**config.mk**
```make
export PLATFORM = sky130hd
export DESIGN_NAME = ipv4_forward_decision
export DESIGN_NICKNAME = d
export VERILOG_FILES = /design/src/sv/rfd_pkg.sv /design/src/sv/rfd_route_cell.sv /design/src/sv/rfd_route_chain.sv /design/src/sv/ipv4_forward_decision.sv
export SDC_FILE = /design/constraint.sdc
export NUM_CORES = 2
export LEC_CHECK = 0
export BUFFER_PORTS_ARGS = -buffer_cell sky130_fd_sc_hd__clkbuf_2
export CAP_MARGIN = 20
export CORE_ASPECT_RATIO = 1.5
export CORE_MARGIN = 5
export CORE_UTILIZATION = 40
export CTS_CLUSTER_SIZE = 10
export DETAILED_ROUTE_END_ITERATION = 8
export PLACE_DENSITY = 0.61
export SLEW_MARGIN = 10
export SYNTH_ARGS = -nofsm -noshare
export SYNTH_HDL_FRONTEND = slang
export SYNTH_SLANG_ARGS = --single-unit
```
**constraint.sdc**
```tcl
create_clock -name clk -period 16 [get_ports clk]
set_input_delay 1.6 -clock clk [delete_from_list [all_inputs] [get_ports clk]]
set_output_delay 1.6 -clock clk [all_outputs]
set_load 0.005 [all_outputs]
```
**src/sv/rfd_pkg.sv**
```systemverilog
// types, constants and checksum helper for the ipv4 forwarding decision block
package rfd_pkg;

  // stream payload layout
  localparam int IN_TDATA_W  = 248;
  localparam int OUT_TDATA_W = 32;

  // configuration register indexes
  localparam int CFG_IDX_W = 3;
  localparam logic [CFG_IDX_W-1:0] CFG_IFACE_COUNT = 3'd0;
  localparam logic [CFG_IDX_W-1:0] CFG_IFACE_IP0   = 3'd1;

  // header rules
  localparam logic [15:0] MIN_FRAME_LEN = 16'd34;
  localparam logic [7:0]  PROTO_ICMP    = 8'd1;
  localparam logic [3:0]  IP_VERSION    = 4'd4;
  localparam logic [2:0]  IFACE_COUNT_RST = 3'd1;

  typedef enum logic [3:0] {
    ACT_SHORT         = 4'd0,
    ACT_NOT_V4        = 4'd1,
    ACT_BAD_SUM       = 4'd2,
    ACT_LOCAL_ICMP    = 4'd3,
    ACT_PORT_UNREACH  = 4'd4,
    ACT_NET_UNREACH   = 4'd5,
    ACT_TTL_EXCEEDED  = 4'd6,
    ACT_FORWARD       = 4'd7,
    ACT_ROUTE_WRITTEN = 4'd8
  } action_t;

  typedef enum logic [2:0] {
    ST_IDLE,
    ST_SUM_A,
    ST_SUM_B,
    ST_CHECK,
    ST_LOOKUP,
    ST_DONE
  } state_t;

  // search token that walks the route cells
  typedef struct packed {
    logic        vld;
    logic [31:0] dst;
    logic        found;
    logic [31:0] mask;
    logic [1:0]  port;
  } lkp_t;

  // route table write bundle
  typedef struct packed {
    logic        en;
    logic [3:0]  index;
    logic [31:0] prefix;
    logic [31:0] mask;
    logic [1:0]  port;
    logic        active;
  } rt_wr_t;

  // end-around carry fold of a nine-word sum, then complement
  function automatic logic [15:0] csum_fold(input logic [19:0] s);
    logic [16:0] f1;
    logic [15:0] f2;
    f1 = {1'b0, s[15:0]} + {13'd0, s[19:16]};
    f2 = f1[15:0] + {15'd0, f1[16]};
    return ~f2;
  endfunction

endpackage

```
**src/sv/rfd_route_cell.sv**
```systemverilog
// one route table entry with its stage of the longest-prefix search
module rfd_route_cell (
  input  logic          clk,
  input  logic          rst_n,
  input  rfd_pkg::rt_wr_t wr,
  input  logic          wr_sel,
  input  rfd_pkg::lkp_t lkp_in,
  output rfd_pkg::lkp_t lkp_out
);

  logic [31:0]   prefix_r;
  logic [31:0]   mask_r;
  logic [1:0]    port_r;
  logic          active_r;
  rfd_pkg::lkp_t lkp_r;
  rfd_pkg::lkp_t lkp_nxt;
  logic          hit;
  logic          take;

  // entry storage
  always_ff @(posedge clk) begin
    if (!rst_n) begin
      active_r <= 1'b0;
    end else if (wr_sel) begin
      active_r <= wr.active;
    end
    if (wr_sel) begin
      prefix_r <= wr.prefix;
      mask_r   <= wr.mask;
      port_r   <= wr.port;
    end
  end

  // match and keep the strictly longer mask, so earlier cells win ties
  always_comb begin
    hit  = active_r && ((prefix_r & mask_r) == (lkp_in.dst & mask_r));
    take = hit && (!lkp_in.found || (mask_r > lkp_in.mask));
    lkp_nxt = lkp_in;
    if (take) begin
      lkp_nxt.found = 1'b1;
      lkp_nxt.mask  = mask_r;
      lkp_nxt.port  = port_r;
    end
  end

  // hand the token to the next cell
  always_ff @(posedge clk) begin
    if (!rst_n) begin
      lkp_r <= '0;
    end else begin
      lkp_r <= lkp_nxt;
    end
  end

  assign lkp_out = lkp_r;

endmodule

```
**src/sv/rfd_route_chain.sv**
```systemverilog
// row of route cells with write decode; the search token moves one cell per cycle
module rfd_route_chain #(
  parameter int ROUTE_ENTRIES = 16
) (
  input  logic            clk,
  input  logic            rst_n,
  input  rfd_pkg::rt_wr_t wr,
  input  rfd_pkg::lkp_t   key,
  output rfd_pkg::lkp_t   result
);

  rfd_pkg::lkp_t link [ROUTE_ENTRIES+1];

  assign link[0] = key;

  // one cell per slot, writes to slots past the end select nothing
  for (genvar i = 0; i < ROUTE_ENTRIES; i++) begin : g_cell
    logic sel;
    assign sel = wr.en && (32'(wr.index) == i);
    rfd_route_cell u_cell (
      .clk     (clk),
      .rst_n   (rst_n),
      .wr      (wr),
      .wr_sel  (sel),
      .lkp_in  (link[i]),
      .lkp_out (link[i+1])
    );
  end

  assign result = link[ROUTE_ENTRIES];

endmodule

```
**src/sv/ipv4_forward_decision.sv**
```systemverilog
// ipv4 forwarding decision: header checks, local match and route lookup
//
//  channel  dir  handshake             payload
//  in_      in   in_tvalid/in_tready   in_tuser = func, in_tdata = route and header fields
//  out_     out  out_tvalid/out_tready out_tdata = action and rewrite fields
//  cfg_     in   cfg_valid/cfg_ready   cfg_index, cfg_data
//
// one item is worked at a time; a route write passes SUM_A and DONE, a header
// stopped by a check or a local match passes SUM_A, SUM_B, CHECK and DONE, and a routed
// header also waits in LOOKUP while the search walks the row of route cells one per cycle.
// reset is synchronous and active low; it clears the route valid bits and sets
// iface_count to 1. a result waits in the output register while the next item
// is taken; cfg_ready is always high.
module ipv4_forward_decision #(
  parameter int ROUTE_ENTRIES = 16,
  parameter int NUM_IFACES    = 4
) (
  input  logic                               clk,
  input  logic                               rst_n,
  // in_tdata: route_index, route_dest, route_netmask, route_port, route_valid,
  //   frame_len, hdr_bytes_0_7, hdr_bytes_8_15, hdr_bytes_16_19, zero pad bit
  input  logic                               in_tvalid,
  output logic                               in_tready,
  input  logic [rfd_pkg::IN_TDATA_W-1:0]     in_tdata,
  // in_tuser: func
  input  logic                               in_tuser,
  // out_tdata: action, egress_port, local_port, new_ttl, new_checksum
  output logic                               out_tvalid,
  input  logic                               out_tready,
  output logic [rfd_pkg::OUT_TDATA_W-1:0]    out_tdata,
  input  logic                               cfg_valid,
  output logic                               cfg_ready,
  input  logic [rfd_pkg::CFG_IDX_W-1:0]      cfg_index,
  input  logic [31:0]                        cfg_data
);

  // configuration registers
  logic [2:0]  iface_count_r;
  logic [31:0] iface_ip_r [NUM_IFACES];

  // captured item
  logic        func_r;
  logic [3:0]  rt_index_r;
  logic [31:0] rt_dest_r;
  logic [31:0] rt_mask_r;
  logic [1:0]  rt_port_r;
  logic        rt_valid_r;
  logic [15:0] frame_len_r;
  logic [63:0] hdr0_r;
  logic [63:0] hdr1_r;
  logic [31:0] dst_r;

  // control and datapath registers
  rfd_pkg::state_t  state_r, state_nxt;
  logic [17:0]      psum_r, psum_nxt;
  logic [18:0]      base_r, base_nxt;
  logic [15:0]      new_csum_r, new_csum_nxt;
  rfd_pkg::action_t res_action_r, res_action_nxt;
  logic [1:0]       res_egress_r, res_egress_nxt;
  logic [1:0]       res_local_r, res_local_nxt;
  logic [7:0]       res_ttl_r, res_ttl_nxt;
  logic [15:0]      res_csum_r, res_csum_nxt;
  logic             out_valid_r, out_valid_nxt;
  rfd_pkg::action_t out_action_r, out_action_nxt;
  logic [1:0]       out_egress_r, out_egress_nxt;
  logic [1:0]       out_local_r, out_local_nxt;
  logic [7:0]       out_ttl_r, out_ttl_nxt;
  logic [15:0]      out_csum_r, out_csum_nxt;

  logic [15:0]     w [10];
  logic [7:0]      ttl;
  logic [7:0]      proto;
  logic [15:0]     w4_new;
  logic [15:0]     sum_old;
  logic [15:0]     sum_new;
  logic            local_hit;
  logic [1:0]      local_idx;
  logic            in_xfer;
  rfd_pkg::rt_wr_t rt_wr;
  rfd_pkg::lkp_t   lkp_key;
  rfd_pkg::lkp_t   lkp_res;

  assign in_xfer   = in_tvalid && in_tready;
  assign in_tready = (state_r == rfd_pkg::ST_IDLE);
  assign cfg_ready = 1'b1;

  // configuration writes
  always_ff @(posedge clk) begin
    if (!rst_n) begin
      iface_count_r <= rfd_pkg::IFACE_COUNT_RST;
      for (int i = 0; i < NUM_IFACES; i++) begin
        iface_ip_r[i] <= '0;
      end
    end else if (cfg_valid && cfg_ready) begin
      if (cfg_index == rfd_pkg::CFG_IFACE_COUNT) begin
        iface_count_r <= cfg_data[2:0];
      end
      for (int i = 0; i < NUM_IFACES; i++) begin
        if (cfg_index == (rfd_pkg::CFG_IFACE_IP0 + rfd_pkg::CFG_IDX_W'(i))) begin
          iface_ip_r[i] <= cfg_data;
        end
      end
    end
  end

  // item capture
  always_ff @(posedge clk) begin
    if (in_xfer) begin
      func_r      <= in_tuser;
      rt_index_r  <= in_tdata[3:0];
      rt_dest_r   <= in_tdata[35:4];
      rt_mask_r   <= in_tdata[67:36];
      rt_port_r   <= in_tdata[69:68];
      rt_valid_r  <= in_tdata[70];
      frame_len_r <= in_tdata[86:71];
      hdr0_r      <= in_tdata[150:87];
      hdr1_r      <= in_tdata[214:151];
      dst_r       <= in_tdata[246:215];
    end
  end

  // header words, word 0 first
  assign w[0] = hdr0_r[63:48];
  assign w[1] = hdr0_r[47:32];
  assign w[2] = hdr0_r[31:16];
  assign w[3] = hdr0_r[15:0];
  assign w[4] = hdr1_r[63:48];
  assign w[5] = hdr1_r[47:32];
  assign w[6] = hdr1_r[31:16];
  assign w[7] = hdr1_r[15:0];
  assign w[8] = dst_r[31:16];
  assign w[9] = dst_r[15:0];

  assign ttl     = hdr1_r[63:56];
  assign proto   = hdr1_r[55:48];
  assign w4_new  = {ttl - 8'd1, proto};
  assign sum_old = rfd_pkg::csum_fold(20'(base_r) + 20'(w[4]));
  assign sum_new = rfd_pkg::csum_fold(20'(base_r) + 20'(w4_new));

  // first interface in use whose address equals the destination
  always_comb begin
    local_hit = 1'b0;
    local_idx = '0;
    for (int i = NUM_IFACES - 1; i >= 0; i--) begin
      if ((3'(i) < iface_count_r) && (iface_ip_r[i] == dst_r)) begin
        local_hit = 1'b1;
        local_idx = 2'(i);
      end
    end
  end

  // route write from the captured item
  always_comb begin
    rt_wr.en     = (state_r == rfd_pkg::ST_SUM_A) && !func_r;
    rt_wr.index  = rt_index_r;
    rt_wr.prefix = rt_dest_r;
    rt_wr.mask   = rt_mask_r;
    rt_wr.port   = rt_port_r;
    rt_wr.active = rt_valid_r;
  end

  rfd_route_chain #(
    .ROUTE_ENTRIES (ROUTE_ENTRIES)
  ) u_chain (
    .clk    (clk),
    .rst_n  (rst_n),
    .wr     (rt_wr),
    .key    (lkp_key),
    .result (lkp_res)
  );

  // sequencer: next state, datapath and result
  always_comb begin
    state_nxt      = state_r;
    psum_nxt       = psum_r;
    base_nxt       = base_r;
    new_csum_nxt   = new_csum_r;
    res_action_nxt = res_action_r;
    res_egress_nxt = res_egress_r;
    res_local_nxt  = res_local_r;
    res_ttl_nxt    = res_ttl_r;
    res_csum_nxt   = res_csum_r;
    out_valid_nxt  = out_valid_r && !out_tready;
    out_action_nxt = out_action_r;
    out_egress_nxt = out_egress_r;
    out_local_nxt  = out_local_r;
    out_ttl_nxt    = out_ttl_r;
    out_csum_nxt   = out_csum_r;
    lkp_key.vld    = 1'b0;
    lkp_key.dst    = dst_r;
    lkp_key.found  = 1'b0;
    lkp_key.mask   = '0;
    lkp_key.port   = '0;

    case (state_r)
      rfd_pkg::ST_IDLE: begin
        if (in_xfer) begin
          state_nxt = rfd_pkg::ST_SUM_A;
        end
      end
      rfd_pkg::ST_SUM_A: begin
        res_egress_nxt = '0;
        res_local_nxt  = '0;
        res_ttl_nxt    = '0;
        res_csum_nxt   = '0;
        if (!func_r) begin
          res_action_nxt = rfd_pkg::ACT_ROUTE_WRITTEN;
          state_nxt      = rfd_pkg::ST_DONE;
        end else begin
          psum_nxt  = 18'(w[0]) + 18'(w[1]) + 18'(w[2]) + 18'(w[3]);
          state_nxt = rfd_pkg::ST_SUM_B;
        end
      end
      rfd_pkg::ST_SUM_B: begin
        base_nxt  = 19'(psum_r) + 19'(w[6]) + 19'(w[7]) + 19'(w[8]) + 19'(w[9]);
        state_nxt = rfd_pkg::ST_CHECK;
      end
      rfd_pkg::ST_CHECK: begin
        state_nxt = rfd_pkg::ST_DONE;
        if (frame_len_r < rfd_pkg::MIN_FRAME_LEN) begin
          res_action_nxt = rfd_pkg::ACT_SHORT;
        end else if (hdr0_r[63:60] != rfd_pkg::IP_VERSION) begin
          res_action_nxt = rfd_pkg::ACT_NOT_V4;
        end else if (sum_old != w[5]) begin
          res_action_nxt = rfd_pkg::ACT_BAD_SUM;
        end else if (local_hit) begin
          res_action_nxt = (proto == rfd_pkg::PROTO_ICMP) ? rfd_pkg::ACT_LOCAL_ICMP
                                                          : rfd_pkg::ACT_PORT_UNREACH;
          res_local_nxt  = local_idx;
        end else begin
          lkp_key.vld  = 1'b1;
          new_csum_nxt = sum_new;
          state_nxt    = rfd_pkg::ST_LOOKUP;
        end
      end
      rfd_pkg::ST_LOOKUP: begin
        if (lkp_res.vld) begin
          state_nxt = rfd_pkg::ST_DONE;
          if (!lkp_res.found) begin
            res_action_nxt = rfd_pkg::ACT_NET_UNREACH;
          end else begin
            res_egress_nxt = lkp_res.port;
            if (ttl <= 8'd1) begin
              res_action_nxt = rfd_pkg::ACT_TTL_EXCEEDED;
            end else begin
              res_action_nxt = rfd_pkg::ACT_FORWARD;
              res_ttl_nxt    = ttl - 8'd1;
              res_csum_nxt   = new_csum_r;
            end
          end
        end
      end
      rfd_pkg::ST_DONE: begin
        if (!out_valid_r || out_tready) begin
          out_valid_nxt  = 1'b1;
          out_action_nxt = res_action_r;
          out_egress_nxt = res_egress_r;
          out_local_nxt  = res_local_r;
          out_ttl_nxt    = res_ttl_r;
          out_csum_nxt   = res_csum_r;
          state_nxt      = rfd_pkg::ST_IDLE;
        end
      end
      default: begin
        state_nxt = rfd_pkg::ST_IDLE;
      end
    endcase
  end

  // control state
  always_ff @(posedge clk) begin
    if (!rst_n) begin
      state_r     <= rfd_pkg::ST_IDLE;
      out_valid_r <= 1'b0;
    end else begin
      state_r     <= state_nxt;
      out_valid_r <= out_valid_nxt;
    end
  end

  // payload registers
  always_ff @(posedge clk) begin
    psum_r       <= psum_nxt;
    base_r       <= base_nxt;
    new_csum_r   <= new_csum_nxt;
    res_action_r <= res_action_nxt;
    res_egress_r <= res_egress_nxt;
    res_local_r  <= res_local_nxt;
    res_ttl_r    <= res_ttl_nxt;
    res_csum_r   <= res_csum_nxt;
    out_action_r <= out_action_nxt;
    out_egress_r <= out_egress_nxt;
    out_local_r  <= out_local_nxt;
    out_ttl_r    <= out_ttl_nxt;
    out_csum_r   <= out_csum_nxt;
  end

  assign out_tvalid = out_valid_r;
  assign out_tdata  = {out_csum_r, out_ttl_r, out_local_r, out_egress_r, out_action_r};

endmodule

```
Yosys cells after proc, flatten, opt, wreduce, memory -nomap -nowiden
Memories as Yosys holds them, arrays and structs flattened.
Cells that the tools add are included.
W data, S select, Z words.
Storage, ports and cells
  logic and storage cells: 494
  bits in registers: 2468
  memories: 1
  output and inout port bits: 35
  memory bits (writable): 128
  bits of input ports: 289
Memory list
  iface_ip_r: depth 4, width 32, read ports 4, clocked after memory_dff 0, wr ports 4, RTL line ipv4_forward_decision.sv:39  | logic [31:0] iface_ip_r [NUM_IFACES];
Cells by class
  mux-type cells: 83
  eq/ne operators: 58
  add/subtract/negate cells: 14
  reduce and logical (&&, ||, !) cells: 105
  bitwise gates (word level): 44
  magnitude comparators: 21
Operator list (number)
  $and A32 B32 Y32: 32
  $eq A32 B32 Y1: 20
  $mux W35: 16
  $gt A32 B32 Y1: 15
  $mux W32: 4
  $add A19 B16 Y19: 3
  $logic_and A1 B1 Y1: 54
  $mux W16: 3
  $add A19 B16 Y20: 2
  $add A16 B4 Y17: 2
  $add A16 B1 Y16: 2
  $eq A4 B4 Y1 const B: 8
  $not A16 Y16: 2
  $pmux W16 S2: 1
  $mux W1: 29
  $mux W4: 6
  $mux W8: 3
  $mux W2: 11
  $add A18 B16 Y19: 1
  $add A17 B16 Y18: 1
  $add A18 B16 Y18: 1
  $logic_not A1 Y1: 18
  $pmux W3 S6: 1
  $add A16 B16 Y17: 1
  other kinds (33): 89

Depth between registers and ports, before layout
An unclocked memory read counts as a cell.
  depth in word-level cells: 12
  gate-level depth with buffers: 36
  mapped depth without buffers: 34

Cells and area by module
A second synthesis with hierarchy kept.
Unflattened totals
  cell total of the unflattened synthesis: 9304
  area total of the unflattened synthesis: 115534.6 um^2
Modules (own cells, without submodules)
  rfd_route_cell at u_chain.g_cell[0].u_cell ...: seq. area each 3363.2 um^2, cells an instance 475, times used 13, area each 5729.2 um^2
  ipv4_forward_decision: seq. area each 14914.3 um^2, cells an instance 1714, times used 1, area each 24353.4 um^2
  rfd_route_cell at u_chain.g_cell[7].u_cell ...: seq. area each 3363.2 um^2, cells an instance 464, times used 3, area each 5527.8 um^2
  rfd_route_chain: seq. area each 0.0 um^2, cells an instance 23, times used 1, area each 117.6 um^2

Worst setup path after synthesis
Ideal clock, no wire load.
  path type: reg-to-reg
  from: register hdr1_r[56]
  to: register new_csum_r[0], enable pin
  buffers on the path: 3
  arrival: 7.557 ns
  clock period less this slack: 7.945 ns
  cell stages (with the launch flop): 34
  setup time: 0.388 ns
  required time: 15.612 ns
  path slack: 8.055 ns
  cells stage by stage: edfxtp_1 inv_1 ha_1 buf_4 and3b_1 and2_1 and4_1 o31a_1 o21ai_0 nand2b_1 a21o_1 nand2_1 xnor2_1 inv_1 fa_1 nor2b_1 o21ai_0 nand2b_1 nand3_1 or3_1 buf_2 or2_1 buf_6 nor4_1 ha_1 ha_1 inv_1 or3_1 or2_1 nor4_1 or4b_4 a2111oi_4 nand3_2 nor2_1
Between the ends
  word-level cells in the longest chain between the ends: 7
RTL lines
  from (decl): RTL line ipv4_forward_decision.sv:50  | logic [63:0] hdr1_r;
  from (signal assigned): RTL line ipv4_forward_decision.sv:117  | hdr1_r <= in_tdata[214:151];
  $add A19 B16 Y20: RTL line ipv4_forward_decision.sv:137  | assign sum_old = rfd_pkg::csum_fold(20'(base_r) + 20'(w[4]));
  $add A16 B4 Y17: RTL line rfd_pkg.sv:63  | f1 = {1'b0, s[15:0]} + {13'd0, s[19:16]};
  $add A16 B1 Y16: RTL line rfd_pkg.sv:64  | f2 = f1[15:0] + {15'd0, f1[16]};
  $not A16 Y16: RTL line rfd_pkg.sv:65  | return ~f2;
  $ne A16 B16 Y1: RTL line ipv4_forward_decision.sv:224  | end else if (sum_old != w[5]) begin
  $not A1 Y1 (no line)
  $reduce_and A5 Y1 (no line)
  to (signal assigned): RTL line ipv4_forward_decision.sv:285  | new_csum_r <= new_csum_nxt;
  to (decl): RTL line ipv4_forward_decision.sv:57  | logic [15:0] new_csum_r, new_csum_nxt;
No other way between the ends.
A chain may end at the register's enable or synchronous reset.

Worst setup path in the final report
  from: register hdr1_r[56]
  to: register new_csum_r[2], enable pin
Same word-level chain as after synthesis.

==> reports/metrics.yaml <==
finalCriticalPeriod_ns: 9.330
clock_latency_ns: 0.88
end_kind: "flop"
grt_max_degree: 202
drive_gt1_frac: 0.09545
critPathMaxFanout: 16
totalWireLength_mm: 358.8
async_flop_share: 0
nets: 9645
io_buffers: 320
wl_met3_mm: 20.31
routed.top_layer: "met5"
gp_congestion: 0.9169
hold_start: "res_csum_r[14]$_SDFFCE_PP0P_"
avgViaCountPerCell: 5.406
crit_path_start_kind: "flop"
vias: 67650
die-area_sq_um: 280500
fin_crit_sh: 0.5831
cts_tree: "done"
cts_resized: 0
yosysWarningCount: 0
cts_root_buf: "clkbuf_16"
setup_viol: 0
drt_iter0_drc: 5980
htreeDepth: 5
layout-area-overhead-vs-synth_pct: 14.16
rsz0062_at_grt: "false"
clock_path_buffers: 4
finalNonFillerCells: 12510
whs_endpoint: "out_csum_r[14]$_DFFE_PP_"
grt_pass1_wl_mm: 498.0
drv_cap: 0
numClockSinks: 2595
clk_pin_slew_ns: 0.06
r2r_setup_slack_ns: 6.67
ys.flop_type: "edfxtp_1"
core_sq_um: 268500
dp.cells: 11930
hold_viol_final: 0
critPathTopFamily: "simple AND/OR/NAND/NOR gates"
synth_edf_count: 1548
grt_usage: 0.2497
avgSynthCellArea_sq_um: 13.13
arrival_ns: 9.85
critPathBufInv: 4
dr_wl_met2_mm: 187.8
drcViolationCount: 0
ios: 324
crit_slowest_cell: "ha_1"
worst_pin_slew_ns: 1.133
tns_ns: 0
synth_cell_type_count: 92
min_path_type: "reg2reg"
crit_type: "reg2reg"
hold_buffers: 0
min_delay_path_depth: 0
wl_per_cell_um: 28.67
p_leak_nw: 45.54
die_w_um: 434.1
drtPass1Iterations: 6
wl_met1_mm: 127.6
max_stage_delay_ns: 0.59
antenna_found_initial: 61
p_per_area_nw_per_um2: 149.2
utilization: 0.4589
r2r_cells: 31
total_power_w: 0.01838
r2r_start: "hdr1_r[56]$_DFFE_PP_"
ant_nets: 0
cts_buffers: 303
ys_seq_elements: 2595
grt_overflow: 0
start_util: 0.4020
ir_drop_uv: 156.6
rows: 233
die_y_um: 646.2
post-dp-hpwl_mm: 255.2
slew-limit-headroom: 0.2449
final_max_slew_viol_count: 0
max_freq_mhz: 107.2
synth_nets: 9147
ys_seq_area_frac: 0.6249
cp_data_required_time_ns: 16.52
finalClockSkew_ns: 0.08250
postCtsSetupBuffers: 0
status: "finished clean"
synth_cells: 8219
grt_pass1_vias: 68800
rr_endpoint: "new_csum_r[2]$_DFFE_PP_"
syn-cell-area_sq_um: 107900
-- worst max path at each step --
stage | startpoint | to | depth (start not counted)
final | hdr1_r[56]$_DFFE_PP_ | new_csum_r[2]$_DFFE_PP_ | 31
after global routing | hdr1_r[56]$_DFFE_PP_ | new_csum_r[2]$_DFFE_PP_ | 31
after CTS | hdr1_r[56]$_DFFE_PP_ | new_csum_r[2]$_DFFE_PP_ | 31
after detailed placement | hdr1_r[56]$_DFFE_PP_ | new_csum_r[3]$_DFFE_PP_ | 31
after global placement | hdr1_r[56]$_DFFE_PP_ | new_csum_r[2]$_DFFE_PP_ | 31
after floorplan | hdr1_r[56]$_DFFE_PP_ | new_csum_r[0]$_DFFE_PP_ | 33
-- sequential cells by signal, indices dropped and copies added (netlist names), 18 cells and up --
register and count:
u_chain.g_cell.u_cell.lkp_out 1024, u_chain.g_cell.u_cell.mask_r 512, u_chain.g_cell.u_cell.prefix_r 512, iface_ip_r 128
hdr0_r 64, hdr1_r 64, dst_r 32, rt_dest_r 32
rt_mask_r 32, u_chain.g_cell.u_cell.port_r 32, base_r 19, psum_r 18
-- routing by layer --
layer | GRT usage | up-vias
li1 | - | 30190
met1 | 0.2761 | 33980
met2 | 0.4570 | 2639
met3 | 0.03536 | 821
met4 | 0.1406 | 8
met5 | 0 | -
-- per-stage QoR --
step	hold WS, ns	worst slack, ns	cell area (sq um)
floorplan	0.4003	8.055	107900
global placement	0.4075	6.382	114200
detailed placement	0.4045	6.495	114300
CTS	0.4031	6.489	123100
global route	0.4071	6.045	123100
finish	0.4003	6.670	123200
-- cells in the final DEF, fill, tap and decap left out, drive strengths merged, types with 9 or more instances in the layout --
master / Yosys / final
nand2b: 41 / 41
a21oi: 146 / 146
nand4b: 70 / 70
a222oi: 16 / 16
nand2: 129 / 129
a21o: 170 / 170
nor3: 56 / 56
a221oi: 17 / 17
clkinv: 0 / 9
nor2: 574 / 574
dfxtp: 1047 / 1047
o211ai: 23 / 23
o21ai: 102 / 102
or2: 13 / 13
xnor2: 178 / 178
and3: 30 / 30
and2: 668 / 668
o21a: 105 / 105
ha: 557 / 557
diode: 0 / 42
mux2i: 454 / 454
inv: 558 / 566
a22oi: 195 / 195
or3: 47 / 47
nand3: 44 / 44
nor4: 39 / 39
nand4: 255 / 255
and4: 20 / 20
a211oi: 16 / 16
a31oi: 16 / 16
fa: 82 / 82
xor2: 558 / 558
edfxtp: 1548 / 1548
clkbuf: 256 / 837
buf: 6 / 135
a21boi: 9 / 9
a22o: 15 / 15
nor2b: 68 / 68
-- worst reg2reg max path, delay by kind of cell, from the launching register on --
family | cells | cell delay, ns
and+or+nand+nor | 17 | 4.82
adders and majority gates | 4 | 1.55
xor gates and xnor gates | 1 | 0.16
DFF | 1 | 0.51
buffers and inverters | 4 | 0.60
AOI/OAI and AO/OA | 5 | 1.40
-- where the power goes --
| part | total [W] | internal (W) | leakage [nW] | switching (W) |
|---|---|---|---|---|
| clock network | 0.00630 | 0.00363 | 4.18 | 0.00267 |
| registers | 0.00810 | 0.00778 | 22.6 | 0.000319 |
| logic | 0.00398 | 0.00126 | 18.8 | 0.00272 |
| total | 0.0184 | 0.0127 | 45.5 | 0.00571 |
-- area by class of cell --
cell class | count | area (sq um)
Fill cell | 23980 | 145300
Sequential cell | 2595 | 67450
Multi-Input combinational cell | 4804 | 37690
Clock buffer | 517 | 8533
Tap cell | 3525 | 4410
Timing Repair Buffer | 455 | 2688
Inverter | 558 | 2102
Clock inverter | 18 | 242.7
Antenna cell | 42 | 105.1
-- cells in the mapped netlist, types with 170 or more instances --
library cell	instances	area (sq um)
inv_1	558	2095
dfxtp_1	1047	20960
edfxtp_1	1548	46480
nand4_1	255	1595
xor2_1	557	4878
a22oi_1	195	1464
ha_1	557	6969
xnor2_1	176	1541
and2_1	668	4179
nor2_1	574	2155
a21o_1	170	1276
mux2i_1	454	4544
clkbuf_1	256	960.9
-- logic make-up (layout without fill, tap and decap cells) --
family	count (synthesis)	after routing	synth area share
XOR/XNOR	738	738	0.06035
buffers and inverters	820	1548	0.02867
multiplexers	454	454	0.04210
other	1	43	0.00003474
flip-flops	2595	2595	0.6249
AND/OR/NAND/NOR	2080	2080	0.1059
AO/OA/AOI/OAI	892	892	0.05832
adder cells (fa/ha/maj)	639	639	0.07978
No activity file was read; power rests on OpenSTA's default activity.
